==> config.mk <==
export PLATFORM = sky130hd
export DESIGN_NAME = sadsd_ram
export DESIGN_NICKNAME = d
export VERILOG_FILES = /design/src/design/sadsd_ram.sv
export SDC_FILE = /design/constraint.sdc
export NUM_CORES = 1
export LEC_CHECK = 0
export BUFFER_PORTS_ARGS = -buffer_cell sky130_fd_sc_hd__buf_4
export CAP_MARGIN = 20
export CORE_UTILIZATION = 40
export DETAILED_ROUTE_END_ITERATION = 8
export PLACE_DENSITY = 0.58
export SLEW_MARGIN = 20
export SYNTH_ARGS = -nofsm -noshare
export SYNTH_HDL_FRONTEND = slang
export SYNTH_SLANG_ARGS = --single-unit
==> constraint.sdc <==
create_clock -name clk_i -period 1.95 [get_ports clk_i]
set_input_delay 0.4875 -clock clk_i [delete_from_list [all_inputs] [get_ports clk_i]]
set_output_delay 0.4875 -clock clk_i [all_outputs]
set_load 0.02 [all_outputs]
==> src/design/sadsd_ram.sv <==
`default_nettype none
module sadsd_ram #(
  parameter int Width = 8,
  parameter int Depth = 16
) (
  input  wire logic                     clk_i,
  input  wire logic                     we_i,
  input  wire logic [$clog2(Depth)-1:0] waddr_i,
  input  wire logic [Width-1:0]         wdata_i,
  input  wire logic [$clog2(Depth)-1:0] raddr_i,
  output logic      [Width-1:0]         rdata_o
);

  logic [Width-1:0] mem_q [Depth];

  always_ff @(posedge clk_i) begin
    if (we_i) begin
      mem_q[waddr_i] <= wdata_i;
    end
    rdata_o <= mem_q[raddr_i];
  end

endmodule
`default_nettype wire

==> run metrics <==
WL final=between 9000 and 10000 um; crit path DAT=1.74 ns; predominant post-synthesis flop cell=edfxtp_1; post-route clock period utilization=0.753; CTS Buf Count=17; hold path depth=1; crit path time final=1.47 ns; Nets=around 300; crit path max fanout=16; Sink Count=136; antenna violations before repair=0; DRC viols=0; count leader, synth=edfxtp_1; Worst-path clk slew=around 0.05 ns; Max VDD drop=roughly 0.53 mV; Synth Area in Compound Gates=0.0233; Initial Util=0.410; mux contribution to synthesized area=0.150; # Post-CTS Setup Buffers=0; initial DRC count=between 100 and 150; via count=2389; routability cong.=roughly 0.73; outcome=complete, no violations; part of the Yosys area used for sequential elements=0.778; RSZ-0062 raised after global routing=no; XOR/XNOR Fraction of Synth Area=0; slew margin rel.=0.550; Die H=about 120 um; Synth Cell Area=between 5000 and 6000 sq um; gr ovfl total=0; R2R depth=3; endpoint class of the critical path=flip-flop; Synth Area in Adders=0; CTS tree=done; count of input and output buffers=25; main combinational cell family by area after synthesis=multiplexers; Synth area leader=edfxtp_1; Synth top area share=0.747; Synth area leaders=edfxtp_1, mux4_2, mux4_1, dfxtp_1, a22oi_1; die area=around 13000 sq um; asr flop ratio synth=0; filler instances=1000; distinct cell type count after synthesis=19; Post-Syn Instances=229; #FFs+latches synth=around 140; DP HPWL=6240 um; pins over their slew limit=0; final setup vio count=0; warnings from Yosys=0; Power Density=around 1100 nW/um^2; clock root buffer=clkbuf_16; H-tree depth=4; Post-synth EDFFs=about 130; Setup crit start kind=input pin; core outline area=about 13000 sq um; DRT antenna net count=0; hold_buf cts=0; fmax=~700 MHz; Simple-Gate Fraction of Synth Area=0.0318; Hold Slack=between 0.3 and 0.4 ns; Final Skew=0.00676 ns; worst slew pin tran=around 0.67 ns; Max-cap violations=0; Hold WC Path Type=in -> reg; Die Span X=~120 um; syn_area_per_cell=about 22 sq um; Synth Net Count=around 250; Total Power=between 6 and 7 mW; first-pass GRT wire length=roughly 15000 um; Synth top cells by count=edfxtp_1, mux4_2, a22oi_1, mux4_1, nor2_1; Routed WL per cell=between 20 and 25 um; std cell rows=slightly above 40; Total Routing Usage GR=0.161; clk_lat worst skew=around 0.4 ns; layout cells sized above 1=0.308; setup TNS=0 ns; vias per cell=between 5 and 6; ANT cells=0; DRT Pass-1 Iters=5; quantity of gates resized following cts=0; Final Hold Fails=0; largest net degree at the start of global routing=17; IO Pins=26; Pleak=~2.1 nW; synthesis-to-layout area growth=21.6%; maximum clock path buffer count=2; number of global-route vias before repair=2483; worst setup path class=in -> reg; worst endpoint required time=about 2.2 ns
kinds of logic after synthesis:
group | Yosys count
AO/OA/AOI/OAI | 16
buffers and inverters | 10
flip-flops | 136
multiplexers | 32
AND/OR/NAND/NOR | 35
layout make-up:
type	instances	area, sq um	share of cell area
multi-input combinational	83	1060	0.170
timing repair buffer	48	410	0.0656
clock buffer	28	497	0.0794
sequential	136	4000	0.640
clock inverter	4	70.1	0.0112
tap	172	215	0.0344
where the power goes:
part,switching [mW],total [mW],internal (mW),leakage [nW]
registers,0.0203,3.29,3.27,1.22
logic,0.187,0.350,0.162,0.631
clock network,1.04,3.02,1.98,0.277
state kept, by name (all words and copies together) (netlist names):
register,flops
mem_q,128
rdata_o,8
final timing paths:
check / from / to / slack (ns)
worst min-delay path: wdata_i[2] / mem_q[12][2]$_DFFE_PP_ / 0.38
worst max-delay path: raddr_i[0] / rdata_o[3]$_DFF_P_ / 0.48
worst max register to register: mem_q[2][1]$_DFFE_PP_ / rdata_o[1]$_DFF_P_ / 0.58
worst min register to register: mem_q[13][1]$_DFFE_PP_ / rdata_o[1]$_DFF_P_ / 0.67
per-layer routing:
metal  wire length (um)  up-vias  share of wire  GRT usage
li1                   -     1084              -          -
met1               4000     1228           0.42      0.205
met2               4780       66           0.51      0.259
met3                536       11          0.057     0.0539
met4                133        0          0.014     0.0571
met5                  0        -              0          0
cell usage in the layout (no fill, tap or decap):
master     netlist  layout
and2_1           1       1
nor3_1           4       3
clkbuf_1         0       8
mux4_2          18      18
buf_4            1      44
nor2b_1          1       1
clkbuf_16        0      17
nand2_1          9       9
clkbuf_8         0       3
clkinv_2         0       2
nor3_2           0       1
mux4_1          14      14
nand2b_1         2       2
a22oi_1         16      16
edfxtp_1       128     128
bufinv_16        0       2
buf_12           0       4
dfxtp_1          8       8
nand3b_1         2       2
and2b_1          1       1
nor2_1          13      13
or3b_2           1       1
nand3_1          1       1
stage by stage:
stage,worst slack [ns],area [sq um],std cells,utilization
final,0.481,6260,471,0.498
after global placement,0.0727,5690,439,0.453
after floorplan,0.196,5150,229,-
after global routing,0.442,6260,471,0.498
after detailed placement,0.0567,5690,439,0.453
after CTS,0.476,6260,471,0.498
worst max-delay path, stage by stage:
cell and delay, ns:
buf_4 0.13, buf_12 0.18, mux4_1 0.56, a22oi_1 0.29
nand2_1 0.09
Power figures use the tool's default switching activity.
