[src/design/sadsd_pkg.sv]
`default_nettype none
package sadsd_pkg;

  localparam int MaxWidth      = 1024;
  localparam int MaxHeight     = 1024;
  localparam int MaxDisparity  = 64;
  localparam int MaxHalfWindow = 7;
  localparam int StoreDepth    = (2 * MaxHalfWindow + 2) * MaxWidth + MaxDisparity;
  localparam int StoreAw       = $clog2(StoreDepth);
  localparam int FifoDepth     = 4;

  typedef enum logic {
    OP_PIXEL,
    OP_FLUSH
  } op_e;

  typedef enum logic [1:0] {
    REG_WIDTH,
    REG_HEIGHT,
    REG_DISP_COUNT,
    REG_HALF
  } reg_idx_e;

  typedef struct packed {
    op_e        op;
    logic [7:0] left_pixel;
    logic [7:0] right_pixel;
  } item_t;

  typedef struct packed {
    logic [5:0]  disparity;
    logic [15:0] match_cost;
    logic        last_of_frame;
  } result_t;

  // clamped configuration as the datapath sees it
  typedef struct packed {
    logic [10:0] width;
    logic [10:0] height;
    logic [6:0]  disp_count;
    logic [2:0]  half;
  } cfg_t;

  typedef struct packed {
    logic [9:0]         row;
    logic [9:0]         col;
    logic [StoreAw-1:0] addr;
    logic               last;
  } job_t;

  typedef struct packed {
    logic               en;
    logic [StoreAw-1:0] addr;
    logic [7:0]         left;
    logic [7:0]         right;
  } store_wr_t;

  typedef struct packed {
    logic [StoreAw-1:0] left_addr;
    logic [StoreAw-1:0] right_addr;
  } store_rd_t;

endpackage
`default_nettype wire

[src/design/sadsd_fifo.sv]
`default_nettype none
module sadsd_fifo
  import sadsd_pkg::*;
(
  input  wire logic clk_i,
  input  wire logic rst_ni,
  input  wire logic push_i,
  input  job_t      data_i,
  output logic      full_o,
  input  wire logic pop_i,
  output job_t      data_o,
  output logic      empty_o
);

  localparam int Pw = $clog2(FifoDepth);

  job_t          slot_q [FifoDepth];
  logic [Pw-1:0] wptr_q, wptr_d, rptr_q, rptr_d;
  logic [Pw:0]   cnt_q, cnt_d;
  logic          do_push, do_pop;

  assign full_o  = (cnt_q == (Pw+1)'(FifoDepth));
  assign empty_o = (cnt_q == '0);
  assign data_o  = slot_q[rptr_q];
  assign do_push = push_i && !full_o;
  assign do_pop  = pop_i && !empty_o;

  always_comb begin
    wptr_d = do_push ? ((wptr_q == Pw'(FifoDepth-1)) ? '0 : wptr_q + 1'b1) : wptr_q;
    rptr_d = do_pop ? ((rptr_q == Pw'(FifoDepth-1)) ? '0 : rptr_q + 1'b1) : rptr_q;
    cnt_d  = cnt_q + (Pw+1)'(do_push) - (Pw+1)'(do_pop);
  end

  always_ff @(posedge clk_i or negedge rst_ni) begin
    if (!rst_ni) begin
      wptr_q <= '0;
      rptr_q <= '0;
      cnt_q  <= '0;
    end else begin
      wptr_q <= wptr_d;
      rptr_q <= rptr_d;
      cnt_q  <= cnt_d;
    end
  end

  always_ff @(posedge clk_i) begin
    if (do_push) begin
      slot_q[wptr_q] <= data_i;
    end
  end

endmodule
`default_nettype wire

[config.mk]
export PLATFORM = sky130hd
export DESIGN_NAME = sadsd_fifo
export DESIGN_NICKNAME = d
export VERILOG_FILES = /design/src/design/sadsd_pkg.sv /design/src/design/sadsd_fifo.sv
export SDC_FILE = /design/constraint.sdc
export NUM_CORES = 1
export LEC_CHECK = 0
export CELL_PAD_IN_SITES_DETAIL_PLACEMENT = 1
export CELL_PAD_IN_SITES_GLOBAL_PLACEMENT = 1
export CORE_ASPECT_RATIO = 0.7
export CORE_MARGIN = 10
export CORE_UTILIZATION = 25
export CTS_BUF_LIST = sky130_fd_sc_hd__clkbuf_4 sky130_fd_sc_hd__clkbuf_8
export DETAILED_ROUTE_END_ITERATION = 8
export DONT_BUFFER_PORTS = 1
export PLACE_DENSITY = 0.46
export SLEW_MARGIN = 25
export SYNTH_ARGS = -nofsm -noshare
export SYNTH_HDL_FRONTEND = slang
export SYNTH_SLANG_ARGS = --single-unit
[constraint.sdc]
create_clock -name clk_i -period 4.8 [get_ports clk_i]
set_input_delay 0.24 -clock clk_i [delete_from_list [all_inputs] [get_ports clk_i]]
set_output_delay 0.24 -clock clk_i [all_outputs]
set_load 0.03 [all_outputs]
==> flow_metrics.env <==
export IMPL_netlist_area_leader_share_pct=76.6
export IMPL_numCtsBuffers=17
export IMPL_critPathMaxStageDelay_ps=970
export IMPL_p_per_area_mw_per_mm2=620
export IMPL_core_sq_mm=0.0220
export IMPL_clock_path_buffers=2
export IMPL_slowest_stage="dfrtp_2"
export IMPL_vias=2406
export IMPL_antenna_found_initial=1
export IMPL_final_common_cell="edfxtp_1"
export IMPL_start_kind="register"
export IMPL_setup_viol=0
export IMPL_drc=0
export IMPL_worstSetupPathType="reg2out"
export IMPL_wl_per_cell_um=20.5
export IMPL_finalClockSkew_ps=17.9
export IMPL_fin_ws_ps=1950
export IMPL_cp_arrival_ps=2610
export IMPL_yosys_warnings=0
export IMPL_insertion_delay_ps=450
export IMPL_worstReg2RegStart="cnt_q[1]$_DFF_PN0_"
export IMPL_regArea_sq_mm=0.00450
export IMPL_initial_utilization_pct=25.7
export IMPL_cts_resized=0
export IMPL_grt_pass1_vias=2647
export IMPL_post_route_period_util_pct=59.3
export IMPL_routed_wl_mm=11.8
export IMPL_die_w_um=200
export IMPL_final_cells=576
export IMPL_synth_seq_cells=151
export IMPL_routabilityCongestion=0.669
export IMPL_fmax_mhz=351
export IMPL_hold_path_class="in2reg"
export IMPL_path_max_fanout=24
export IMPL_ctsHtreeMaxLevel=4
export IMPL_synth_seq_area_share_pct=79.8
export IMPL_report_final_slew_viol_count=0
export IMPL_area_growth_syn_to_layout_pct=19.1
export IMPL_synth_area_leader_cell="edfxtp_1"
export IMPL_cts_sinks=151
export IMPL_final_cell_mix="edfxtp_1, dlygate4sd3_1, mux4_2, clkbuf_8"
export IMPL_yosysUniqueCellTypes=21
export IMPL_ant_nets=0
export IMPL_drtIter0Drc=103
export IMPL_crit_path_cell_trace="buf_4, mux4_2"
export IMPL_cp_required_ps=4560
export IMPL_rows=45
export IMPL_postSynthAreaPerCell_sq_um=24.9
export IMPL_syn_cell_area_sq_mm=0.00564
export IMPL_place_inst=506
export IMPL_slew_headroom_pct=34.1
export IMPL_final_area_sq_mm=0.00672
export IMPL_cts_root_buf="clkbuf_8"
export IMPL_portBuffers=0
export IMPL_vias_per_cell=4.18
export IMPL_track_usage_pct=8.40
export IMPL_dp_slack_ps=1960
export IMPL_fillers=2210
export IMPL_fin_crit_ps=2850
export IMPL_status="completed"
export IMPL_place_area_sq_mm=0.00597
export IMPL_cts_tree="yes"
export IMPL_first_pass_iters=5
export IMPL_rsz0062_at_grt="false"
export IMPL_power_leakage_nw=2.13
export IMPL_hold_viol=0
export IMPL_cts_reportedPaths_clkPinSlew_ps=90
export IMPL_max_cap_violations=0
export IMPL_worst_pin_slew_ps=981
export IMPL_fin_util_pct=30.6
export IMPL_ios=78
export IMPL_multi_input_area_sq_mm=0.00105
export IMPL_nets=329
export IMPL_hp_start="pop_i"
export IMPL_grt_first_pass_wirelength_mm=17.5
export IMPL_vdd_drop_max_mv=0.242
export IMPL_syn_inst=227
export IMPL_tns_ps=0
export IMPL_dieArea_sq_mm=0.0291
export IMPL_synth_nets=275
export IMPL_crit_start="rptr_q[0]$_DFFE_PN0P_"
export IMPL_endpoint_kind="primary output"
export IMPL_grt_overflow=0
export IMPL_drive_above_1_share_pct=27.0
export IMPL_post_dp_hpwl_mm=6.93
export IMPL_synth_area_top_cells="edfxtp_1, mux4_2, dfrtp_1, ha_1, mux2_2"
export IMPL_die_h_um=146
export IMPL_grt_max_degree=39
==> stage by stage <==
stage	hold slack, ps	power (mW)
after CTS	40.9	4.28
after floorplan	-55.6	3.00
after global placement	-55.3	3.28
after detailed placement	-55.3	3.30
final	91.6	4.16
after global routing	77.6	4.41
==> worst max-delay path: cells and delay by family, from the launching register on <==
kind,cells,cell delay [ps]
flip-flops,1,970
multiplexers,1,700
buffers and inverters,1,480
==> Yosys cell counts (all sizes together) <==
cell type,number
edfxtp,144
xnor2,2
inv,7
nor2b,1
nor3,1
fa,1
and2,4
nor2,2
o22ai,1
nand2,1
dfrtp,7
mux4,36
nand2b,1
ha,7
nor3b,1
buf,8
mux2,3
==> flip-flops by register name (all words and copies together) (netlist names) <==
name,count
cnt_q,3
wptr_q,2
rptr_q,2
slot_q,144
==> timing repair <==
action                                 4_1_cts  5_1_grt
hold buffers                                38        0
endpoints found under the hold margin      152        0
setup buffers                                0        0
==> power by group <==
group	switching, mW	total, mW	internal [mW]
clock	0.449	0.916	0.467
combinational	0.855	1.30	0.444
sequential	0.207	1.95	1.74
total	1.51	4.16	2.65
==> cell type report <==
class | instances | area share [%]
diodes | 1 | 0.0373
clock buffers | 20 | 3.82
clock inverters | 11 | 1.62
flip-flops and latches | 151 | 67.1
multi-input cells | 61 | 15.6
well taps | 282 | 5.25
repair buffers | 43 | 6.22
inverters | 7 | 0.391
==> final timing paths <==
check | end | slack, ps | cells after the start
max in group asynchronous | rptr_q[1]$_DFFE_PN0P_ | 4370 | 1
max | data_o[26] | 1950 | 2
max reg2reg | cnt_q[2]$_DFF_PN0_ | 2000 | 9
min reg2reg | cnt_q[0]$_DFF_PN0_ | 580 | 1
min in group asynchronous | wptr_q[0]$_DFFE_PN0P_ | 130 | 1
min | rptr_q[1]$_DFFE_PN0P_ | 90 | 2
==> cells by family after synthesis <==
logic type	count (synthesis)	synth area share, %
compound gates	1	0.111
xor+xnor	2	0.311
fa+ha+maj	8	1.91
buf+inv	15	1.77
flops	151	79.8
mux	39	15.0
simple gates	11	1.18
==> per-layer routing <==
| layer | wire length (um) | up-vias | track usage [%] |
|---|---|---|---|
| li1 | - | 1054 | - |
| met1 | 4950 | 1273 | 9.65 |
| met2 | 5630 | 66 | 12.7 |
| met3 | 1080 | 13 | 4.71 |
| met4 | 143 | 0 | 3.28 |
| met5 | 0 | - | 0 |
(Power assumes the default switching activity.)
