==> src/design/sadsd_pkg.sv <==
`default_nettype none
package sadsd_pkg;

  localparam int MaxWidth      = 1024;
  localparam int MaxHeight     = 1024;
  localparam int MaxDisparity  = 64;
  localparam int MaxHalfWindow = 7;
  localparam int StoreDepth    = (2 * MaxHalfWindow + 2) * MaxWidth + MaxDisparity;
  localparam int StoreAw       = $clog2(StoreDepth);
  localparam int FifoDepth     = 4;

  typedef enum logic {
    OP_PIXEL,
    OP_FLUSH
  } op_e;

  typedef enum logic [1:0] {
    REG_WIDTH,
    REG_HEIGHT,
    REG_DISP_COUNT,
    REG_HALF
  } reg_idx_e;

  typedef struct packed {
    op_e        op;
    logic [7:0] left_pixel;
    logic [7:0] right_pixel;
  } item_t;

  typedef struct packed {
    logic [5:0]  disparity;
    logic [15:0] match_cost;
    logic        last_of_frame;
  } result_t;

  // clamped configuration as the datapath sees it
  typedef struct packed {
    logic [10:0] width;
    logic [10:0] height;
    logic [6:0]  disp_count;
    logic [2:0]  half;
  } cfg_t;

  typedef struct packed {
    logic [9:0]         row;
    logic [9:0]         col;
    logic [StoreAw-1:0] addr;
    logic               last;
  } job_t;

  typedef struct packed {
    logic               en;
    logic [StoreAw-1:0] addr;
    logic [7:0]         left;
    logic [7:0]         right;
  } store_wr_t;

  typedef struct packed {
    logic [StoreAw-1:0] left_addr;
    logic [StoreAw-1:0] right_addr;
  } store_rd_t;

endpackage
`default_nettype wire

==> src/design/sadsd_front.sv <==
`default_nettype none
module sadsd_front
  import sadsd_pkg::*;
(
  input  wire logic clk_i,
  input  wire logic rst_ni,
  input  cfg_t      cfg_i,
  input  wire logic cfg_wr_i,
  input  wire logic push_i,
  output logic      full_o,
  input  item_t     item_i,
  output logic      job_push_o,
  output job_t      job_o,
  input  wire logic job_full_i,
  output store_wr_t wr_o
);

  localparam logic [StoreAw-1:0] StoreLast = StoreAw'(StoreDepth - 1);

  logic [10:0]        in_row_q, in_row_d;
  logic [9:0]         in_col_q, in_col_d;
  logic [20:0]        pos_q, pos_d;
  logic [StoreAw-1:0] wr_addr_q, wr_addr_d;
  logic [9:0]         out_row_q, out_row_d;
  logic [9:0]         out_col_q, out_col_d;
  logic [StoreAw-1:0] out_addr_q, out_addr_d;

  logic        accept, pix, emit, last, in_col_end, out_col_end;
  logic [13:0] w14, k14, lag;

  assign full_o = job_full_i;
  assign accept = push_i && !job_full_i;
  assign w14    = 14'(cfg_i.width);
  assign k14    = 14'(cfg_i.half);
  assign lag    = w14 * k14 + k14;

  assign pix  = accept && (item_i.op == OP_PIXEL) && (in_row_q < cfg_i.height);
  assign emit = (pix && (pos_q >= 21'(lag)))
             || (accept && (item_i.op == OP_FLUSH) && (in_row_q >= cfg_i.height));

  assign in_col_end  = ({1'b0, in_col_q} == cfg_i.width - 11'd1);
  assign out_col_end = ({1'b0, out_col_q} == cfg_i.width - 11'd1);
  assign last = out_col_end && ({1'b0, out_row_q} == cfg_i.height - 11'd1);

  assign wr_o.en    = pix;
  assign wr_o.addr  = wr_addr_q;
  assign wr_o.left  = item_i.left_pixel;
  assign wr_o.right = item_i.right_pixel;

  assign job_push_o = emit;
  assign job_o.row  = out_row_q;
  assign job_o.col  = out_col_q;
  assign job_o.addr = out_addr_q;
  assign job_o.last = last;

  always_comb begin
    in_row_d   = in_row_q;
    in_col_d   = in_col_q;
    pos_d      = pos_q;
    wr_addr_d  = wr_addr_q;
    out_row_d  = out_row_q;
    out_col_d  = out_col_q;
    out_addr_d = out_addr_q;
    if (pix) begin
      pos_d     = pos_q + 21'd1;
      wr_addr_d = (wr_addr_q == StoreLast) ? '0 : wr_addr_q + 1'b1;
      if (in_col_end) begin
        in_col_d = '0;
        in_row_d = in_row_q + 11'd1;
      end else begin
        in_col_d = in_col_q + 10'd1;
      end
    end
    if (emit) begin
      out_addr_d = (out_addr_q == StoreLast) ? '0 : out_addr_q + 1'b1;
      if (out_col_end) begin
        out_col_d = '0;
        out_row_d = out_row_q + 10'd1;
      end else begin
        out_col_d = out_col_q + 10'd1;
      end
    end
    // frame done or reconfigured: restart at the origin
    if (cfg_wr_i || (emit && last)) begin
      in_row_d   = '0;
      in_col_d   = '0;
      pos_d      = '0;
      wr_addr_d  = '0;
      out_row_d  = '0;
      out_col_d  = '0;
      out_addr_d = '0;
    end
  end

  always_ff @(posedge clk_i or negedge rst_ni) begin
    if (!rst_ni) begin
      in_row_q   <= '0;
      in_col_q   <= '0;
      pos_q      <= '0;
      wr_addr_q  <= '0;
      out_row_q  <= '0;
      out_col_q  <= '0;
      out_addr_q <= '0;
    end else begin
      in_row_q   <= in_row_d;
      in_col_q   <= in_col_d;
      pos_q      <= pos_d;
      wr_addr_q  <= wr_addr_d;
      out_row_q  <= out_row_d;
      out_col_q  <= out_col_d;
      out_addr_q <= out_addr_d;
    end
  end

endmodule
`default_nettype wire

==> config.mk <==
export PLATFORM = sky130hd
export DESIGN_NAME = sadsd_front
export DESIGN_NICKNAME = d
export VERILOG_FILES = /design/src/design/sadsd_pkg.sv /design/src/design/sadsd_front.sv
export SDC_FILE = /design/constraint.sdc
export NUM_CORES = 1
export LEC_CHECK = 0
export ABC_CLOCK_PERIOD_IN_PS = 7600
export BUFFER_PORTS_ARGS = -buffer_cell sky130_fd_sc_hd__buf_4
export CAP_MARGIN = 15
export CORE_UTILIZATION = 58
export CTS_CLUSTER_DIAMETER = 50
export DETAILED_ROUTE_END_ITERATION = 16
export PLACE_DENSITY_LB_ADDON = 0.08
export SYNTH_ARGS = -nofsm -noshare
export SYNTH_HDL_FRONTEND = slang
export SYNTH_SLANG_ARGS = --single-unit
==> constraint.sdc <==
create_clock -name clk_i -period 7.6 [get_ports clk_i]
set_clock_uncertainty 0.2 [all_clocks]
set_input_delay 1.14 -clock clk_i [delete_from_list [all_inputs] [get_ports clk_i]]
set_output_delay 1.14 -clock clk_i [all_outputs]
set_load 0.01 [all_outputs]
==> impl_summary.md <==
Routing
The routed length on met1 is 8530 um. The remaining routing DRC violations is 0. The number of iterations in the first detailed-routing pass is 5. The first routing iteration left about 440 violations. The wire length reported by the detailed router is between 15000 and 20000 um.

Summed over all nets, wire length on met2 after detailed routing comes to 9000 um. The count of nets left with antenna violations once routing finished came out at 0. Summing over every cut layer, the via total after detailed routing is 6948. The average via count per standard cell is 6.14.

Dividing the detail-routed wire length by the instance count gives ~17 um. The total length of routed met3 wires is about 1000 um. The highest layer touched by signal routing is met4.

Global route
Global routing used 27.9% of the available tracks across all layers. The first-pass GRT wire length is roughly 32000 um. The initial antenna violation count is 0.

Entering global routing, the biggest net connects 59 pins. The total congestion overflow after global routing is 0. The number of global-route vias before repair came to 6788.

Clock tree
The clock buffer count from CTS is 9. For this design, the CTS-stage hold fixing added 0 buffers. The CTS sink count is 92.

The H-tree depth is 3. The later-pin clock latency in the skew report is ~0.34 ns. The cell at the root of the clock tree is sky130_fd_sc_hd__clkbuf_16. TritonCTS built the clock tree. The clock-pin transition on the worst setup and hold timing paths is roughly 0.070 ns. The longest clock path from root to sink contains 2 buffers.

Placed design
During placement, the flow inserted port buffers numbering 84. The area after detailed placement is 8370 um^2. The count of placed standard cells including taps is 1115. At the end of routability-driven placement, the weighted congestion stood at approximately 0.9. The total half-perimeter wirelength after legalization and detailed placement is 13900 um.

Synth
The synthesis warning total is 0. When the netlist entered floorplanning its net count stood at 1037. The gate count after technology mapping is between 900 and 1000. Synthesis instantiated 74 different standard cells from the library. Dividing the synthesized area by the synthesized cell count gives around 8.5 um^2. The share of the Yosys chip area taken by registers is 29.6%.

The most instantiated flip-flop cell in the synthesis netlist is sky130_fd_sc_hd__dfrtp_1. The number of flops mapped to enable cells by yosys is 0. Of all flip-flops after synthesis, the portion carrying an async set or reset was 100%. The post-synthesis register bit count is 92. Summing every instance area after synthesis gives 7780 um^2.

Finish
The antenna diode instance count is 0. The relative area change from synthesis to final layout is 11.8%. The post-layout instance area is approximately 8700 um^2.

In the layout the commonest cells are sky130_fd_sc_hd__dfrtp_1, sky130_fd_sc_hd__buf_4, sky130_fd_sc_hd__nor2_1. The final cell utilization of the core is 67.8%. The total number of nets in the final design is 1078. The share of cells above drive strength 1 is a little over an eighth. The count of non-filler cells in the finished layout is 1131.

Setup path
The signal arrival time at the worst endpoint is 5.88 ns. The biggest fanout along the worst timing path is 12. The nature of the critical path startpoint is an input port.

The kind of critical path is input port to output pin. The start of the worst register-to-register path is in_row_q[8]$_DFFE_PN0P_. The worst setup slack for register-to-register paths is 3.98 ns.

The path depth of the worst reg2reg path is 10. Data on the critical path is required at its endpoint by 6.26 ns. STA classifies the critical path endpoint as an output pin. The terminus of the critical flop-to-flop path is pos_q[18]$_DFFE_PN0P_.

STA
The final period demand of the worst path is 7.22 ns. Setup violations remaining at the end of the flow were counted as 0. Derived from the worst setup path, the maximum achievable clock frequency is 0.138 GHz. After routing, the total negative slack on setup checks comes to 0 ns. The final hold violation count is 0. In this run the tightest slew margin relative to its limit is 34.2%.

The tightest hold path in the finished design has a slack of 0.349 ns. Setup repair after global routing left no endpoint under its margin. The count of pins over their slew limit is 0. The transition at the pin with the smallest max-transition slack is 0.980 ns. The share of the clock period used by the worst path is 95.0%.

Floorplan
The full die area is 13900 um^2. The site row count is 41. The effective utilization at floorplan is 60.7%.

The floorplan step set the die width to 118 um. The die is 118 um tall. The core area is around 13000 um^2. The number of top-level design ports is 124.

Min path
The startpoint of the lowest-slack hold path is out_col_q[9]$_DFFE_PN0P_. In this run the worst hold path is classified as flip-flop to flip-flop. Along the worst hold path, the cell count comes to 1. For hold timing, the worst endpoint is out_col_q[9]$_DFFE_PN0P_.

Power and ir drop
In this run the power spent charging and discharging nets is about 380 uW. Sequential cells burn 40.9% of the power. Cell internal power was estimated by the tool at 883 uW. Of the total power, combinational logic draws 22.2%. For this design the ratio of total power to cell area is 145 nW/um^2. The clock network accounts for 36.9% of the total power. Of the total power, the share spent switching nets is 30.2%. Across the VDD grid, the largest voltage drop is 0.110 mV.

The analysis attributes to cell leakage a power of 0.00391 uW.

Run
The number of max-capacitance violations reported is 0.

Run status
The flow ran to the end, and the final reports show no timing, DRC or antenna violations.
## Yosys cell counts (6+ instances only)
master / instances / area share [%]
sky130_fd_sc_hd__o21ai_0: 40 / 2.6
sky130_fd_sc_hd__nand2_1: 72 / 3.5
sky130_fd_sc_hd__nor2b_1: 7 / 0.56
sky130_fd_sc_hd__dfrtp_1: 92 / 30
sky130_fd_sc_hd__xor2_1: 38 / 4.3
sky130_fd_sc_hd__nor3b_1: 14 / 1.4
sky130_fd_sc_hd__a21oi_1: 44 / 2.8
sky130_fd_sc_hd__o31ai_1: 9 / 0.87
sky130_fd_sc_hd__nor4_1: 13 / 1.0
sky130_fd_sc_hd__o211ai_1: 7 / 0.68
sky130_fd_sc_hd__xnor2_1: 48 / 5.4
sky130_fd_sc_hd__nand4_1: 22 / 1.8
sky130_fd_sc_hd__o22ai_1: 10 / 0.80
sky130_fd_sc_hd__nand2b_1: 7 / 0.56
sky130_fd_sc_hd__o2111ai_1: 6 / 0.68
sky130_fd_sc_hd__inv_1: 43 / 2.1
sky130_fd_sc_hd__nor2_1: 84 / 4.1
sky130_fd_sc_hd__buf_2: 8 / 0.51
sky130_fd_sc_hd__and2_1: 24 / 1.9
sky130_fd_sc_hd__nand3b_1: 8 / 0.77
sky130_fd_sc_hd__buf_4: 19 / 1.8
sky130_fd_sc_hd__fa_1: 11 / 2.8
sky130_fd_sc_hd__and3_1: 17 / 1.4
sky130_fd_sc_hd__or4_1: 8 / 0.77
sky130_fd_sc_hd__ha_1: 59 / 9.5
sky130_fd_sc_hd__a21o_1: 7 / 0.68
sky130_fd_sc_hd__or3_1: 8 / 0.64
sky130_fd_sc_hd__nand3_1: 35 / 2.3
sky130_fd_sc_hd__nor3_1: 25 / 1.6
sky130_fd_sc_hd__and4_1: 8 / 0.90
sky130_fd_sc_hd__clkbuf_1: 31 / 1.5
## through the flow
| stage | worst slack [ns] | total power [uW] |
|---|---|---|
| floorplan | 0.495 | 714 |
| global route | 0.0523 | 1330 |
| global placement | 0.346 | 786 |
| finish | 0.377 | 1260 |
| CTS | 0.123 | 1270 |
| detailed placement | 0.142 | 801 |
## timing repair
item	CTS	global route
resized for setup	0	4
endpoints found under the setup margin	0	1
buffers inserted	0	0
## worst max-delay path: stages
cell and delay, ns:
sky130_fd_sc_hd__buf_4 0.16, sky130_fd_sc_hd__nand2_1 0.10, sky130_fd_sc_hd__fa_1 0.55, sky130_fd_sc_hd__inv_1 0.06
sky130_fd_sc_hd__fa_1 0.52, sky130_fd_sc_hd__fa_1 0.49, sky130_fd_sc_hd__a21o_1 0.20, sky130_fd_sc_hd__a21oi_2 0.17
sky130_fd_sc_hd__o21bai_1 0.08, sky130_fd_sc_hd__a21oi_1 0.24, sky130_fd_sc_hd__o21ai_0 0.17, sky130_fd_sc_hd__a41oi_2 0.20
sky130_fd_sc_hd__a21oi_1 0.10, sky130_fd_sc_hd__xnor2_1 0.15, sky130_fd_sc_hd__ha_1 0.30, sky130_fd_sc_hd__nand4b_1 0.17
sky130_fd_sc_hd__a2111oi_1 0.31, sky130_fd_sc_hd__o41ai_1 0.16, sky130_fd_sc_hd__a21oi_2 0.21, sky130_fd_sc_hd__or2_2 0.26
sky130_fd_sc_hd__buf_4 0.16
## flip-flops by register name (all words and copies together) (netlist names)
register	cells
pos_q	21
out_row_q	10
out_col_q	10
out_addr_q	15
in_col_q	10
in_row_q	11
wr_addr_q	15
## power by group through the flow
stage | logic [uW] | clock network (uW) | registers (uW)
2_1_floorplan | 190 | 0 | 524
5_1_grt | 316 | 493 | 519
4_1_cts | 278 | 475 | 517
3_5_place_dp | 275 | 0 | 526
3_3_place_gp | 261 | 0 | 525
6_report | 280 | 466 | 517
## final cells by class
| cell class | instances | area, um^2 |
|---|---|---|
| fill | 1088 | 4130 |
| multi-input combinational | 714 | 4990 |
| clock buffer | 10 | 239 |
| clock inverter | 6 | 70.1 |
| timing repair buffer | 93 | 711 |
| sequential | 92 | 2300 |
| tap | 172 | 215 |
| inverter | 44 | 165 |
## cells by family after synthesis
logic type	share of synthesized area [%]
simple gates	26.2
flops	29.6
compound gates	14.8
xor+xnor	9.68
mux	0.659
fa+ha+maj	12.4
buf+inv	6.59
## worst max path at each step
stage                         start         end  slack, ns  cells past startpoint
after floorplan           cfg_i[21]  job_push_o       0.50                     21
after global placement     cfg_i[2]  job_push_o       0.35                     21
after detailed placement   cfg_i[2]  job_push_o       0.14                     21
after CTS                  cfg_i[2]  job_push_o       0.12                     21
after global routing       cfg_i[2]  job_push_o       0.05                     21
final                      cfg_i[2]  job_push_o       0.38                     21
## layer usage
metal	vias to the layer above	global-route usage [%]
met5	-	0
met4	0	8.09
met3	32	4.12
met2	202	46.5
met1	3379	37.5
li1	3335	-
No activity file was read; power rests on OpenSTA's default activity.
