==> src/design/sadsd_pkg.sv <==
`default_nettype none
package sadsd_pkg;

  localparam int MaxWidth      = 1024;
  localparam int MaxHeight     = 1024;
  localparam int MaxDisparity  = 64;
  localparam int MaxHalfWindow = 7;
  localparam int StoreDepth    = (2 * MaxHalfWindow + 2) * MaxWidth + MaxDisparity;
  localparam int StoreAw       = $clog2(StoreDepth);
  localparam int FifoDepth     = 4;

  typedef enum logic {
    OP_PIXEL,
    OP_FLUSH
  } op_e;

  typedef enum logic [1:0] {
    REG_WIDTH,
    REG_HEIGHT,
    REG_DISP_COUNT,
    REG_HALF
  } reg_idx_e;

  typedef struct packed {
    op_e        op;
    logic [7:0] left_pixel;
    logic [7:0] right_pixel;
  } item_t;

  typedef struct packed {
    logic [5:0]  disparity;
    logic [15:0] match_cost;
    logic        last_of_frame;
  } result_t;

  // clamped configuration as the datapath sees it
  typedef struct packed {
    logic [10:0] width;
    logic [10:0] height;
    logic [6:0]  disp_count;
    logic [2:0]  half;
  } cfg_t;

  typedef struct packed {
    logic [9:0]         row;
    logic [9:0]         col;
    logic [StoreAw-1:0] addr;
    logic               last;
  } job_t;

  typedef struct packed {
    logic               en;
    logic [StoreAw-1:0] addr;
    logic [7:0]         left;
    logic [7:0]         right;
  } store_wr_t;

  typedef struct packed {
    logic [StoreAw-1:0] left_addr;
    logic [StoreAw-1:0] right_addr;
  } store_rd_t;

endpackage
`default_nettype wire

==> src/design/sadsd_back.sv <==
`default_nettype none
module sadsd_back
  import sadsd_pkg::*;
(
  input  wire logic       clk_i,
  input  wire logic       rst_ni,
  input  cfg_t            cfg_i,
  input  job_t            job_i,
  input  wire logic       job_empty_i,
  output logic            job_pop_o,
  output store_rd_t       rd_o,
  input  wire logic [7:0] left_data_i,
  input  wire logic [7:0] right_data_i,
  output logic            res_valid_o,
  output result_t         res_o,
  input  wire logic       res_pop_i
);

  localparam logic [StoreAw:0] Depth = (StoreAw+1)'(StoreDepth);

  // tap issue stage
  logic               busy_q, busy_d;
  job_t               job_q;
  logic [5:0]         d_q, d_d;
  logic signed [4:0]  i_q, i_d, j_q, j_d;
  logic [StoreAw-1:0] base_q, base_d, rb_q, rb_d, la_q, la_d;
  // accumulate stage
  logic               b_vld_q, b_ok_q, b_end_q, b_last_q, b_first_q;
  logic [5:0]         b_d_q;
  logic [15:0]        acc_q, acc_d, best_q, best_d;
  logic [5:0]         best_disp_q, best_disp_d;
  logic               out_vld_q, out_vld_d;
  result_t            out_q, out_d;

  logic               start, ok, row_end, win_end, more_d, tap_last;
  logic signed [4:0]  ks;
  logic signed [12:0] rr, cc, ccd;
  logic [6:0]         dn;
  logic [13:0]        off;
  logic [StoreAw:0]   la_inc, rb_inc, ra_sum, base_sum;
  logic [StoreAw-1:0] ra, la_next, rb_next, base_new;
  logic [7:0]         ad;
  logic [15:0]        sum;
  logic               better;

  assign ks    = signed'({2'b00, cfg_i.half});
  assign start = !busy_q && !b_vld_q && !out_vld_q && !job_empty_i;
  assign job_pop_o = start;

  // window origin, wrapped into the store
  assign off      = 14'(cfg_i.half) * 14'(cfg_i.width) + 14'(cfg_i.half);
  assign base_sum = {1'b0, job_i.addr} + Depth - (StoreAw+1)'(off);
  assign base_new = (base_sum >= Depth) ? StoreAw'(base_sum - Depth) : StoreAw'(base_sum);

  assign rr  = signed'({3'b000, job_q.row}) + 13'(i_q);
  assign cc  = signed'({3'b000, job_q.col}) + 13'(j_q);
  assign ccd = cc - signed'({7'b0, d_q});
  assign ok  = (rr >= 0) && (rr < signed'({2'b00, cfg_i.height}))
            && (cc >= 0) && (cc < signed'({2'b00, cfg_i.width})) && (ccd >= 0);

  assign row_end  = (j_q == ks);
  assign win_end  = row_end && (i_q == ks);
  assign dn       = 7'(d_q) + 7'd1;
  assign more_d   = (dn < cfg_i.disp_count) && (10'(dn) <= job_q.col);
  assign tap_last = win_end && !more_d;

  assign la_inc  = {1'b0, la_q} + 1'b1;
  assign la_next = (la_inc >= Depth) ? StoreAw'(la_inc - Depth) : StoreAw'(la_inc);
  assign rb_inc  = {1'b0, rb_q} + (StoreAw+1)'(cfg_i.width);
  assign rb_next = (rb_inc >= Depth) ? StoreAw'(rb_inc - Depth) : StoreAw'(rb_inc);
  assign ra_sum  = {1'b0, la_q} + Depth - (StoreAw+1)'(d_q);
  assign ra      = (ra_sum >= Depth) ? StoreAw'(ra_sum - Depth) : StoreAw'(ra_sum);

  assign rd_o.left_addr  = la_q;
  assign rd_o.right_addr = ra;

  always_comb begin
    busy_d = busy_q;
    d_d    = d_q;
    i_d    = i_q;
    j_d    = j_q;
    base_d = base_q;
    rb_d   = rb_q;
    la_d   = la_q;
    if (start) begin
      busy_d = 1'b1;
      d_d    = '0;
      i_d    = -ks;
      j_d    = -ks;
      base_d = base_new;
      rb_d   = base_new;
      la_d   = base_new;
    end else if (busy_q) begin
      if (!row_end) begin
        j_d  = j_q + 5'sd1;
        la_d = la_next;
      end else if (!win_end) begin
        j_d  = -ks;
        i_d  = i_q + 5'sd1;
        rb_d = rb_next;
        la_d = rb_next;
      end else begin
        d_d  = d_q + 6'd1;
        i_d  = -ks;
        j_d  = -ks;
        rb_d = base_q;
        la_d = base_q;
      end
      if (tap_last) begin
        busy_d = 1'b0;
      end
    end
  end

  assign ad     = (left_data_i > right_data_i) ? left_data_i - right_data_i
                                               : right_data_i - left_data_i;
  assign sum    = acc_q + (b_ok_q ? 16'(ad) : 16'd0);
  assign better = b_first_q || (sum < best_q);

  always_comb begin
    acc_d       = acc_q;
    best_d      = best_q;
    best_disp_d = best_disp_q;
    out_vld_d   = out_vld_q;
    out_d       = out_q;
    if (start) begin
      acc_d = '0;
    end else if (b_vld_q) begin
      if (b_end_q) begin
        acc_d = '0;
        if (better) begin
          best_d      = sum;
          best_disp_d = b_d_q;
        end
      end else begin
        acc_d = sum;
      end
    end
    if (res_pop_i && out_vld_q) begin
      out_vld_d = 1'b0;
    end
    if (b_vld_q && b_last_q) begin
      out_vld_d               = 1'b1;
      out_d.match_cost        = better ? sum : best_q;
      out_d.disparity         = better ? b_d_q : best_disp_q;
      out_d.last_of_frame     = job_q.last;
    end
  end

  assign res_valid_o = out_vld_q;
  assign res_o       = out_q;

  always_ff @(posedge clk_i or negedge rst_ni) begin
    if (!rst_ni) begin
      busy_q    <= 1'b0;
      b_vld_q   <= 1'b0;
      out_vld_q <= 1'b0;
      acc_q     <= '0;
    end else begin
      busy_q    <= busy_d;
      b_vld_q   <= busy_q;
      out_vld_q <= out_vld_d;
      acc_q     <= acc_d;
    end
  end

  always_ff @(posedge clk_i) begin
    if (start) begin
      job_q <= job_i;
    end
    d_q         <= d_d;
    i_q         <= i_d;
    j_q         <= j_d;
    base_q      <= base_d;
    rb_q        <= rb_d;
    la_q        <= la_d;
    b_ok_q      <= ok;
    b_end_q     <= win_end;
    b_last_q    <= tap_last;
    b_first_q   <= (d_q == '0);
    b_d_q       <= d_q;
    best_q      <= best_d;
    best_disp_q <= best_disp_d;
    out_q       <= out_d;
  end

endmodule
`default_nettype wire

==> config.mk <==
export PLATFORM = sky130hd
export DESIGN_NAME = sadsd_back
export DESIGN_NICKNAME = d
export VERILOG_FILES = /design/src/design/sadsd_pkg.sv /design/src/design/sadsd_back.sv
export SDC_FILE = /design/constraint.sdc
export NUM_CORES = 1
export LEC_CHECK = 0
export BUFFER_PORTS_ARGS = -buffer_cell sky130_fd_sc_hd__buf_2
export CAP_MARGIN = 20
export CORE_UTILIZATION = 40
export CTS_CLUSTER_SIZE = 30
export DETAILED_ROUTE_END_ITERATION = 6
export PLACE_DENSITY = 0.6
export SLEW_MARGIN = 0
export SYNTH_ARGS = -nofsm -noshare
export SYNTH_HDL_FRONTEND = slang
export SYNTH_SLANG_ARGS = --single-unit
==> constraint.sdc <==
create_clock -name clk_i -period 9.7 [get_ports clk_i]
set_clock_uncertainty 0.2 [all_clocks]
set_input_delay 0 -clock clk_i [delete_from_list [all_inputs] [get_ports clk_i]]
set_output_delay 0 -clock clk_i [all_outputs]
set_load 0.01 [all_outputs]
==> impl_metrics.py, run 1 <==
metrics = {
    "job": {
        "drv_cap": 0,
    },
    "power": {
        "comb_power_share": 0.611,
        "seqPwrFrac": 0.237,
        "p_sw_frac": 0.4568,
        "clkPwrFrac": 0.152,
        "power_leakage_uw": 0.007469,
        "ir_drop_mv": 0.3500,
        "p_int_uw": 2310,
        "p_per_area_mw_per_mm2": 258.3,
        "switchingPower_uw": 1943,
    },
    "worst_hold_path": {
        "hold_start": "cfg_i[21]",
        "holdPathStages": 4,
        "hold_class": "primary input to register",
    },
    "final_layout": {
        "antenna_cells": 0,
        "design_area_mm2": 0.01646,
        "fillers": 3377,
        "final_net_count": 2029,
        "area_growth_pct": 14.60,
        "drive_gt1_frac": 0.1330,
        "final_util": 0.4640,
    },
    "floorplan": {
        "die_w_um": 191.5,
        "die_height_um": 191.5,
        "coreArea_mm2": 0.03548,
        "die-area_mm2": 0.03668,
        "initial_utilization": 0.4049,
        "io_pins": 143,
        "num_rows": 69,
    },
    "worst_setup_path": {
        "crit_buf_inv": 3,
        "crit_slowest_cell": "fa_1",
        "reg2reg_from": "b_ok_q",
        "crit_start": "cfg_i[2]",
        "arrival_ns": 7.00,
        "cpLargestDelayFamily": "adder cells",
        "critPathLaunchType": "primary input",
        "worstSetupPathDepth": 29,
        "critPathRequiredTime_ns": 9.66,
        "crit_path_end_kind": "register",
        "cp_max_fo": 8,
        "reg2reg_depth": 20,
        "path_class": "primary input to register",
        "cpPeakStageDelay_ns": 0.55,
    },
    "synthesis": {
        "syn_nets": 1869,
        "synth_warnings": 0,
        "yosysTopAreaCell": "edfxtp_1",
        "synth_ff_type": "edfxtp_1",
        "ys_seq_area_frac": 0.3083,
        "synth_cells": 1556,
        "synth.distinct_cells": 98,
        "synth_top_area_share": 0.2529,
        "avgSynthCellArea_um2": 9.234,
        "ys_top_cells_by_area": "edfxtp_1 25%, ha_1 18%, xnor2_1 5.0%, inv_1 3.8%, a21oi_1 3.6%",
        "synth_edf_count": 121,
        "synthesis.area_mm2": 0.01437,
        "async_flop_share": 0.1218,
        "ys_seq_elements": 156,
    },
    "clocking": {
        "clockRootBuffer": "clkbuf_16",
        "clk_latency_ns": 0.44,
        "cts.repair.resized": 0,
        "htree_levels": 4,
        "cts.reportedPaths.clkPinSlew_ns": 0.06,
        "clock-sinks": 156,
        "numCtsBuffers": 17,
        "tritoncts": "done",
        "clockBufferDepth": 2,
    },
    "grt": {
        "grt_pass1_wl_mm": 56.90,
        "antenna_found_initial": 0,
        "grt-ovfl-total": 0,
        "grt_use_total": 0.1968,
        "grt_pass1_vias": 11030,
        "grt_max_degree": 39,
    },
    "sta": {
        "max-slew-margin-rel": 0.2855,
        "timing.setup.tns_ns": 0,
        "max_freq_ghz": 0.1420,
        "finalCriticalPeriod_ns": 7.040,
        "slew_viol_final": 0,
        "tightest_slew_ns": 1.072,
        "setup_viol": 0,
        "fin_crit_sh": 0.7258,
        "rsz0062_at_grt": "false",
        "hold_viol_final": 0,
    },
    "detailed_routing": {
        "wirelength_mm": 35.81,
        "vias": 11740,
        "vias_per_cell": 5.359,
        "first_iter_violations": 715,
        "firstDrtPassIters": 5,
        "routedWlPerCell_um": 16.35,
        "drc": 0,
        "ant_nets": 0,
    },
    "outcome": {
        "status": "completed",
    },
    "placement": {
        "dp_hpwl_mm": 28.71,
        "globalplace.congestion": 0.9138,
        "dpl-instance-area_mm2": 0.01556,
        "io_buffers": 142,
    },
}
-- path summary, 6_finish.rpt --
kind	endpoint	slack, ns
setup / recovery	rb_q[9]	2.66
hold / removal	base_q[0]	0.03
setup reg to reg	res_o[22]	4.05
hold reg to reg	b_d_q[5]	0.20
max in group asynchronous	acc_q[8]	8.67
min in group asynchronous	res_valid_o	0.26
-- placed cells by master, fill, tap and decap left out, types with 32 or more instances in the layout --
master	instances
dlygate4sd3_1	32
nand3_1	46
o21ai_0	75
inv_1	145
xnor2_1	82
nor3_1	36
xor2_1	46
nand2_1	107
a21oi_1	102
buf_2	142
a21o_1	34
edfxtp_1	121
nor2_1	122
ha_1	206
-- synth_stat cells, types with 13 or more instances --
cell / n
o21bai_1: 19
nand3_1: 46
mux2_2: 17
dfxtp_1: 16
nor2b_1: 21
nor2_1: 122
a211oi_1: 13
mux2i_1: 20
xor2_1: 46
a21oi_1: 103
xnor2_1: 82
fa_1: 19
a21o_1: 34
and3_1: 13
nand2_1: 107
o21ai_0: 76
nor3_1: 36
nand2b_1: 17
and2_1: 17
ha_1: 206
edfxtp_1: 121
dfrtp_1: 19
nor4_1: 13
clkbuf_1: 29
inv_1: 146
nand4_1: 16
-- sequential cells by signal, summed over array words and instances, names as in the netlist --
| name | flops |
|---|---|
| res_o | 23 |
| job_q | 21 |
| acc_q | 16 |
| best_q | 16 |
| base_q | 15 |
| la_q | 15 |
| rb_q | 15 |
| b_d_q | 6 |
| best_disp_q | 6 |
| d_q | 6 |
| i_q | 5 |
| j_q | 5 |
| b_end_q | 1 |
| b_first_q | 1 |
| b_last_q | 1 |
| b_ok_q | 1 |
| b_vld_q | 1 |
| busy_q | 1 |
| res_valid_o | 1 |
-- layout make-up --
type,instances,area (um^2),area share
clock inverters,14,127.6,0.007751
clock buffers,18,429.2,0.02607
repair buffers,180,1116,0.06779
flip-flops and latches,156,4429,0.2690
multi-input cells,1211,9223,0.5602
well taps,461,576.8,0.03503
inverters,150,563.0,0.03420
-- worst register-to-register path, stage by stage (launching register included) --
cell,delay [ns]
dfxtp_1,0.47
nor2b_1,0.29
ha_1,0.28
a21o_1,0.15
a21oi_1,0.20
o21bai_1,0.08
a21oi_1,0.23
o21bai_1,0.13
a41oi_1,0.42
nor2_1,0.20
nand3_1,0.14
xor2_1,0.26
inv_1,0.08
ha_1,0.30
a21o_1,0.16
a21o_1,0.17
a21oi_1,0.13
o22ai_1,0.10
a21oi_2,0.69
buf_4,0.35
mux2_2,0.37
-- metal layers --
layer	vias up	global-route usage	part of all wire
met5	-	0	0
met4	0	0.04212	0.0098
met3	17	0.02368	0.041
met2	237	0.3105	0.44
met1	5545	0.2862	0.51
li1	5938	-	-
-- per-stage QoR --
step | hold WS, ns | setup slack (ns) | std cells | total power [uW]
floorplan | -0.4956 | 3.437 | 1556 | 2900
global placement | -0.2112 | 2.427 | 2124 | 3541
detailed placement | -0.2095 | 2.284 | 2125 | 3595
CTS | 0.01596 | 2.679 | 2189 | 4273
global route | 0.05259 | 2.218 | 2190 | 4624
finish | 0.03199 | 2.660 | 2190 | 4252
-- repair_timing --
item	4_1_cts	5_1_grt
setup buffers	0	0
hold endpoints to repair	48	0
endpoints found under the setup margin	0	0
hold buffers	32	0
-- power by group through the flow --
stage                     combinational [uW]  clock, uW  sequential (uW)
final                                   2600        647             1010
after global routing                    2910        692             1030
after CTS                               2600        663             1010
after detailed placement                2570          0             1020
after global placement                  2520          0             1020
after floorplan                         1920          0              979
-- cell families (layout without fill, tap and decap cells) --
family,count (synthesis),after routing,synth area share
mux,38,38,0.02804
compound gates,365,365,0.1711
buf+inv,189,362,0.05007
fa+ha+maj,225,225,0.2059
xor+xnor,128,128,0.07803
flops,156,156,0.3083
simple gates,455,455,0.1586
No activity file was read; power rests on OpenSTA's default activity.
==> inputs of run 2 (changes only) <==
Settings changed: ABC_AREA set to 1.
Clock period 9.7 ns to 7.2 ns, I/O delays scaled along.
==> run 2 against run 1 <==
Against the previous run: combinational power rose by 60%; critical endpoint is now la_q[11]; synthesized cell count is 23% higher; critical path type unchanged; critical path depth is 2 higher; first-iteration DRC count increased by 10%; utilization up 0.24 points; global-route usage up 0.18 points; sequential power increased by 42%; total power rose by 53%; worst setup slack got worse by 1.3 ns; die area rose by 4.0%; via count is 10% higher.
==> impl_metrics.py, run 2 <==
metrics = {
    "outcome": {
        "status": "completed",
    },
    "synthesis": {
        "synth_edf_count": 121,
        "synth_warnings": 0,
        "avgSynthCellArea_um2": 7.838,
        "synthesis.area_mm2": 0.01495,
        "synth_cells": 1907,
        "ys_seq_area_frac": 0.2963,
        "syn_nets": 2220,
        "ys_seq_elements": 156,
        "yosysMostFrequentCell": "nand2_1",
        "synth_ff_type": "edfxtp_1",
        "ys_top_cells_by_area": "edfxtp_1 24%, ha_1 17%, nand2_1 11%, inv_1 7.9%, xor2_1 5.0%",
        "async_flop_share": 0.1218,
        "yosysTopAreaCell": "edfxtp_1",
        "synth_top_area_share": 0.2431,
        "ys_top_cells_by_count": "436 x nand2_1, 314 x inv_1, 206 x ha_1, 128 x nand3_1, 121 x edfxtp_1",
        "synth.distinct_cells": 64,
    },
    "worst_setup_path": {
        "cpLargestDelayFamily": "adder cells",
        "arrival_ns": 5.82,
        "crit_path_end_kind": "register",
        "path_class": "primary input to register",
        "cp_max_fo": 17,
        "critPathRequiredTime_ns": 7.20,
        "crit_buf_inv": 5,
        "cpPeakStageDelay_ns": 0.53,
        "cpMostUsedCell": "nand2_1",
        "crit_slowest_cell": "dlygate4sd3_1",
        "critPathLaunchType": "primary input",
    },
    "clocking": {
        "clock-sinks": 156,
        "cts.reportedPaths.clkPinSlew_ns": 0.08,
        "cts.repair.resized": 0,
        "htree_levels": 4,
        "cts_setup_buffers": 0,
        "tritoncts": "done",
        "numCtsBuffers": 17,
        "hold_buffers": 29,
        "clockBufferDepth": 2,
        "clockRootBuffer": "clkbuf_16",
        "clk_latency_ns": 0.44,
    },
    "final_layout": {
        "design_area_mm2": 0.01712,
        "area_growth_pct": 14.52,
        "antenna_cells": 0,
        "multiInputGateArea_mm2": 0.009215,
        "final_util": 0.4665,
        "final_net_count": 2394,
        "regArea_mm2": 0.004429,
        "final_common_cell": "nand2_1",
        "largest_register_ffs": 23,
        "fillers": 3661,
        "drive_gt1_frac": 0.1423,
        "layout_common_cells": "436 x nand2_1, 314 x inv_1, 206 x ha_1",
    },
    "grt": {
        "grt_use_met3": 0.02038,
        "grt_use_total": 0.1986,
        "grt_max_degree": 62,
        "grt_util_met2": 0.3487,
        "grt_pass1_vias": 12610,
        "grt-ovfl-total": 0,
        "antenna_found_initial": 0,
        "grtUsageMet1": 0.2573,
        "grt_pass1_wl_mm": 61.57,
        "busiest_layer": "met2",
    },
    "floorplan": {
        "die_height_um": 195.3,
        "num_rows": 70,
        "die_w_um": 195.3,
        "initial_utilization": 0.4073,
        "die-area_mm2": 0.03814,
        "io_pins": 143,
        "coreArea_mm2": 0.03670,
    },
    "detailed_routing": {
        "ant_nets": 0,
        "routedWlPerCell_um": 14.45,
        "vias": 12940,
        "firstDrtPassIters": 5,
        "vias_per_cell": 5.052,
        "drc": 0,
        "wirelength_mm": 37.02,
        "first_iter_violations": 788,
    },
    "sta": {
        "tightest_slew_ns": 0.9783,
        "timing.setup.tns_ns": 0,
        "fin_hold_ws_ns": 0.04749,
        "rsz0062_at_grt": "false",
        "hold_viol_final": 0,
        "max_freq_ghz": 0.1718,
        "fin_crit_sh": 0.8082,
        "max-slew-margin-rel": 0.3462,
        "finalCriticalPeriod_ns": 5.819,
        "final.setup.worst_slack_ns": 1.381,
        "slew_viol_final": 0,
        "setup_viol": 0,
    },
    "job": {
        "drv_cap": 0,
    },
    "power": {
        "ir_drop_mv": 0.1891,
        "power_leakage_uw": 0.008801,
        "p_per_area_mw_per_mm2": 380.9,
    },
    "placement": {
        "dpl-instance-area_mm2": 0.01618,
        "place_ws_ns": 1.230,
        "dp_hpwl_mm": 29.70,
        "globalplace.congestion": 0.8913,
        "io_buffers": 142,
    },
    "worst_hold_path": {
        "hold_class": "primary input to register",
    },
}
[run 2: changes by cell type after synthesis, sizes merged, moves of 21 or more]
cell	change
clkbuf	-21
nor2b	-22
xnor2	-69
inv	+173
a21o	-31
nand2	+381
xor2	+44
nand3	+91
[run 2: layout make-up]
type | instances | area share
Sequential cell | 156 | 0.2588
Clock buffer | 17 | 0.02485
Tap cell | 468 | 0.03421
Clock inverter | 15 | 0.01162
Inverter | 323 | 0.07083
Multi-Input combinational cell | 1408 | 0.5383
Timing Repair Buffer | 175 | 0.06140
[run 2: per-layer routing]
metal	share of wire	vias up	wire [um]
li1	-	6648	-
met3	0.037	44	1368
met2	0.48	249	17600
met4	0.020	0	750
met1	0.47	6001	17310
met5	0	-	0
[run 2: path summary, 6_finish.rpt]
| check | slack, ns | from | cells past startpoint | to |
|---|---|---|---|---|
| min in group asynchronous | 0.56 | rst_ni | 3 | res_valid_o |
| worst max register to register | 3.02 | b_ok_q | 23 | res_o[21] |
| worst min-delay path | 0.05 | cfg_i[1] | 3 | i_q[3] |
| max in group asynchronous | 5.67 | rst_ni | 3 | acc_q[10] |
| worst max-delay path | 1.38 | cfg_i[0] | 31 | la_q[11] |
| worst min register to register | 0.17 | d_q[4] | 0 | b_d_q[4] |
[run 2: cell families (layout without fill, tap and decap cells)]
group	count (synthesis)	in the layout	synth area share
AO/OA/AOI/OAI	247	247	0.09426
XOR/XNOR	103	103	0.06337
adder cells (fa/ha/maj)	225	225	0.1979
buffers and inverters	343	530	0.08756
flip-flops	156	156	0.2963
multiplexers	2	2	0.001339
AND/OR/NAND/NOR	831	831	0.2592
[run 2: power breakdown]
part           internal, uW  switching [uW]  leakage, uW
clock                   474             469     0.000300
combinational          1550            2600      0.00701
sequential             1240             183      0.00149
total                  3270            3250      0.00880
[run 2: worst reg2reg max path, stage by stage (launching register included)]
cell	delay [ns]
dfxtp_1	0.41
inv_1	0.10
nor3b_1	0.28
ha_1	0.23
nand2_1	0.10
nor3_1	0.13
nand2_1	0.09
nand2_1	0.07
nand2_1	0.06
a21oi_1	0.22
nand3_1	0.17
nor2_2	0.15
nand3_1	0.10
xnor2_1	0.27
ha_1	0.32
nand2_1	0.07
nor2_1	0.05
a211oi_1	0.17
o21ai_0	0.14
nand2_1	0.15
buf_16	0.19
inv_1	0.12
nand2_1	0.08
nand2_1	0.06
[run 2: stage by stage]
| stage | total power [uW] | std cells |
|---|---|---|
| 2_1_floorplan | 4496 | 1907 |
| 3_3_place_gp | 5505 | 2500 |
| 3_5_place_dp | 5573 | 2500 |
| 4_1_cts | 6560 | 2561 |
| 5_1_grt | 7188 | 2562 |
| 6_report | 6519 | 2562 |
